$ cat src/design/rrf_pkg.sv
`timescale 1ns / 1ps
// ----------------------------------------------------------------------------
// rrf_pkg
// Shared widths, table entry layout, controller/datapath command and status
// bundles, and the digit-step remainder function.
// ----------------------------------------------------------------------------
package rrf_pkg;

    // field and storage widths
    localparam int MAX_DIVISOR = 1023;
    localparam int DIV_W       = 10;
    localparam int DIVIDEND_W  = 14;
    localparam int POS_W       = 11;
    localparam int PRE_W       = 10;
    localparam int CNT_W       = 11;
    localparam int TABLE_DEPTH = MAX_DIVISOR + 1;
    localparam int ADDR_W      = $clog2(TABLE_DEPTH);
    localparam int RADIX       = 10;

    // remainder that precedes the first digit
    localparam logic [ADDR_W-1:0] FIRST_REM = ADDR_W'(1);

    // one table entry: divisor tag and digit position of the remainder
    typedef struct packed {
        logic [DIV_W-1:0] tag;
        logic [POS_W-1:0] pos;
    } entry_t;

    // controller to datapath
    typedef struct packed {
        logic clr_we;     // clearing pass write
        logic load;       // take a new divisor word
        logic init_we;    // record the leading remainder
        logic div_step;   // form the next remainder
        logic check;      // look at the table answer, record or finish
        logic out_load;   // move the result into the output register
    } dp_cmd_t;

    // datapath to controller
    typedef struct packed {
        logic clr_done;
        logic in_is_zero;
        logic in_is_one;
        logic hit;
        logic rem_zero;
    } dp_status_t;

    // remainder of dividend / divisor where the quotient is at most ten
    // (ten only on the first step of divisor one)
    function automatic logic [DIV_W-1:0] digit_rem(
        input logic [DIVIDEND_W-1:0] dividend,
        input logic [DIV_W-1:0]      divisor
    );
        logic [DIVIDEND_W-1:0] rem;
        logic [DIVIDEND_W-1:0] mult;
        rem = dividend;
        for (int k = 1; k <= RADIX; k++) begin
            mult = DIVIDEND_W'(divisor) * DIVIDEND_W'(k);
            if (mult <= dividend) begin
                rem = dividend - mult;
            end
        end
        return rem[DIV_W-1:0];
    endfunction

endpackage

$ cat src/design/rrf_ctrl.sv
`timescale 1ns / 1ps
// ----------------------------------------------------------------------------
// rrf_ctrl
// Sequencer: table clearing after reset, per-divisor setup, the ST_DIV/ST_CHECK
// digit loop and the output handshake.
// ----------------------------------------------------------------------------
module rrf_ctrl (
    input  logic                 aclk,
    input  logic                 aresetn,
    input  logic                 s_valid,
    output logic                 s_ready,
    output logic                 m_valid,
    input  logic                 m_ready,
    output rrf_pkg::dp_cmd_t     cmd,
    input  rrf_pkg::dp_status_t  status
);
    import rrf_pkg::*;

    typedef enum logic [2:0] {
        ST_CLEAR,
        ST_IDLE,
        ST_INIT,
        ST_DIV,
        ST_CHECK,
        ST_FINISH
    } state_t;

    state_t state_reg, state_next;
    logic   m_valid_reg, m_valid_next;
    logic   out_free;

    assign out_free = !m_valid_reg || m_ready;
    assign s_ready  = (state_reg == ST_IDLE);
    assign m_valid  = m_valid_reg;

    // next state and commands
    always_comb begin
        state_next   = state_reg;
        m_valid_next = m_valid_reg && !m_ready;
        cmd          = '0;
        case (state_reg)
            ST_CLEAR: begin
                cmd.clr_we = 1'b1;
                if (status.clr_done) begin
                    state_next = ST_IDLE;
                end
            end
            ST_IDLE: begin
                if (s_valid) begin
                    cmd.load = 1'b1;
                    if (status.in_is_zero) begin
                        state_next = ST_FINISH;
                    end else if (status.in_is_one) begin
                        state_next = ST_DIV;
                    end else begin
                        state_next = ST_INIT;
                    end
                end
            end
            ST_INIT: begin
                cmd.init_we = 1'b1;
                state_next  = ST_DIV;
            end
            ST_DIV: begin
                cmd.div_step = 1'b1;
                state_next   = ST_CHECK;
            end
            ST_CHECK: begin
                cmd.check = 1'b1;
                if (status.hit || status.rem_zero) begin
                    state_next = ST_FINISH;
                end else begin
                    state_next = ST_DIV;
                end
            end
            ST_FINISH: begin
                if (out_free) begin
                    cmd.out_load = 1'b1;
                    m_valid_next = 1'b1;
                    state_next   = ST_IDLE;
                end
            end
            default: begin
                state_next = ST_IDLE;
            end
        endcase
    end

    // state and registered outputs
    always_ff @(posedge aclk) begin
        if (!aresetn) begin
            state_reg   <= ST_CLEAR;
            m_valid_reg <= 1'b0;
        end else begin
            state_reg   <= state_next;
            m_valid_reg <= m_valid_next;
        end
    end

endmodule
$ cat config.mk
export PLATFORM = sky130hd
export DESIGN_NAME = rrf_ctrl
export DESIGN_NICKNAME = d
export VERILOG_FILES = /design/src/design/rrf_pkg.sv /design/src/design/rrf_ctrl.sv
export SDC_FILE = /design/constraint.sdc
export NUM_CORES = 1
export LEC_CHECK = 0
export BUFFER_PORTS_ARGS = -buffer_cell sky130_fd_sc_hd__buf_2
export CELL_PAD_IN_SITES_DETAIL_PLACEMENT = 2
export CELL_PAD_IN_SITES_GLOBAL_PLACEMENT = 2
export CORE_UTILIZATION = 17
export DETAILED_ROUTE_END_ITERATION = 6
export PLACE_DENSITY = 0.72
export SLEW_MARGIN = 20
export SYNTH_ARGS = -nofsm -noshare
export SYNTH_HDL_FRONTEND = slang
export SYNTH_SLANG_ARGS = --single-unit
$ cat constraint.sdc
create_clock -name aclk -period 1.15 [get_ports aclk]
set_input_delay 0.115 -clock aclk [delete_from_list [all_inputs] [get_ports aclk]]
set_output_delay 0.115 -clock aclk [all_outputs]
set_load 0.005 [all_outputs]
==> impl_metrics.ini <==
[run_status]
status = finished with violations
violations = setup timing

[layout]
n_antenna_cell = 0
final_nets = 77
finalCoreUtilization_pct = 36.3
layout-area-overhead-vs-synth_pct = 95.6
final_layout_size_suffix_gt1_share_pct = 66.7
layout_common_cells = 16 x buf_2, 9 x buf_4, 4 x nor2_1
final_common_cell = buf_2
largest_reg_flops = 3
fillers = 182

[clock_network]
clock-root-buffer = clkbuf_4
clock_sinks = 4
clk-insertion-delay-late_ns = 0.25
cts_tree = done
clk_pin_slew_worst_paths_ns = 0.04
clock_path_buffers = 2
htree_levels = 1
cts_buffers = 3

[timing]
finalHoldViolations = 0
worst_slack_ns = -0.0452
post-route-period-util_pct = 104
fmaxAchievable_ghz = 0.837
worst_pin_slew_ns = 0.293
finalClockSkew_ns = 0.00981
period_needed_ns = 1.20
setup_viol = 3
rsz0062_at_grt = yes
maxSlewHeadroom_pct = 80.4
slew_viol_final = 0

[critical_path]
cp_top_family = flip-flops
cp_cell_sequence = buf_6, nor3b_4, buf_2
max_stage_delay_ns = 0.35
cp_num_buf_inv = 2
crit_fanout = 6
cp_data_required_time_ns = 1.03
path_class = reg -> out
arrival_ns = 1.08
startpoint_type = register
slowest_stage = dfxtp_4
endpoint_kind = primary output

[placement]
place.gp.congestion = 0.710
pre_cts_ws_ns = 0.0330
dp_hpwl_um = 788
portBuffers = 16

[floorplan]
dieHeight_um = 42.8
die_w_um = 42.8
die_area_um2 = 1830
initial_utilization_pct = 18.6
core_um2 = 1520
num_rows = 14
io_pins = 17

[power]
p_switching_uw = 126
clockPowerShare_pct = 41.7
combPwrFrac_pct = 25.3
netSwitchingFraction_pct = 28.1
peakVddDrop_mv = 0.338
p_leak_nw = 0.262
p_seq_share_pct = 33.0
power_density_nw_per_um2 = 808
intPower_uw = 321

[global_route]
gr-usage-all-layers_pct = 13.0
grt_pass1_vias = 396
grt_max_degree = 8
grt_overflow = 0
grt_pass1_wl_mm = 1.68
antenna_found_initial = 0

[yosys]
synth.avg_cell_area_um2 = 7.44
syn_nets = 47
synthCells = 38
ys_warn_count = 0
synth_cell_type_count = 23
ys_seq_area_share_pct = 28.3
synth.cell_area_um2 = 283
ys_seq_elements = 4

[detailed_routing]
dr.pass1.iters = 2
drc = 0
wirelength_mm = 1.12
via_count = 379
ant_nets = 0
drtIter0Drc = 3
routed_via_density = 4.62
wl_per_cell_um = 13.6

[flow_run]
drv_cap = 0

[worst_hold_path]
hold_path.class = in -> reg
==> metrics by stage <==
stage / power [mW] / hold WS, ns / std cells / TNS, ns / area (µm²)
3_3_place_gp: 0.231 / 0.386 / 73 / 0 / 407
6_report: 0.447 / 0.131 / 82 / -0.103 / 553
5_1_grt: 0.476 / 0.132 / 82 / -0.356 / 553
4_1_cts: 0.445 / 0.130 / 79 / -0.133 / 502
3_5_place_dp: 0.234 / 0.390 / 73 / 0 / 407
2_1_floorplan: 0.190 / 0.243 / 38 / 0 / 283
==> final timing paths <==
kind | from | to | slack, ns | cells after the start
worst max-delay path | state_reg[1] | cmd[1] | -0.05 | 3
worst min-delay path | aresetn | state_reg[0] | 0.13 | 2
worst max register to register | state_reg[1] | state_reg[2] | 0.01 | 5
worst min register to register | state_reg[2] | state_reg[1] | 0.59 | 2
==> routing by layer <==
metal	track usage (%)	wire length, µm	part of all wire, %
met1	12.6	436	39
met2	23.9	618	55
met3	2.55	41	3.7
met4	9.38	22	2.0
met5	0	0	0
==> cell usage after synthesis <==
| library cell | n | area (µm²) |
|---|---|---|
| o21bai_1 | 1 | 7.51 |
| nor3_1 | 2 | 10.0 |
| o21ai_0 | 1 | 5.00 |
| a211o_1 | 1 | 8.76 |
| nor2b_1 | 3 | 18.8 |
| nand2b_1 | 1 | 6.26 |
| inv_2 | 1 | 3.75 |
| nand3_1 | 2 | 10.0 |
| nor2_1 | 6 | 22.5 |
| o22ai_1 | 1 | 6.26 |
| a31oi_1 | 1 | 6.26 |
| buf_2 | 2 | 10.0 |
| o211a_1 | 1 | 10.0 |
| buf_6 | 1 | 11.3 |
| and2_1 | 1 | 6.26 |
| or2_2 | 1 | 6.26 |
| nand2_1 | 2 | 7.51 |
| a21oi_1 | 2 | 10.0 |
| nor3b_1 | 1 | 7.51 |
| dfxtp_1 | 4 | 80.1 |
| a2bb2oi_1 | 1 | 8.76 |
| nor3b_2 | 1 | 12.5 |
| or4_1 | 1 | 7.51 |
==> repair_timing <==
action	4_1_cts	5_1_grt
pin swaps	3	5
buffers inserted	3	3
gates resized for setup	16	7
hold buffers	0	0
setup endpoints to repair	7	8
hold endpoints to repair	0	0
==> cells by family after synthesis <==
logic type	share of synthesized area, %
buf+inv	8.85
compound gates	22.1
simple gates	40.7
flops	28.3
==> area by class of cell <==
cell class | instances | area [µm²] | share of cell area [%]
timing repair buffer | 28 | 181 | 32.8
clock buffer | 3 | 22.5 | 4.07
sequential | 4 | 91.3 | 16.5
multi-input combinational | 30 | 229 | 41.4
inverter | 1 | 8.76 | 1.58
tap | 16 | 20.0 | 3.62
==> power by group through the flow <==
stage	sequential, mW	combinational [mW]	clock [mW]
global route	0.148	0.121	0.208
detailed placement	0.152	0.0818	0
floorplan	0.147	0.0427	0
finish	0.148	0.113	0.186
global placement	0.152	0.0786	0
CTS	0.149	0.103	0.193
(Power assumes the default switching activity.)
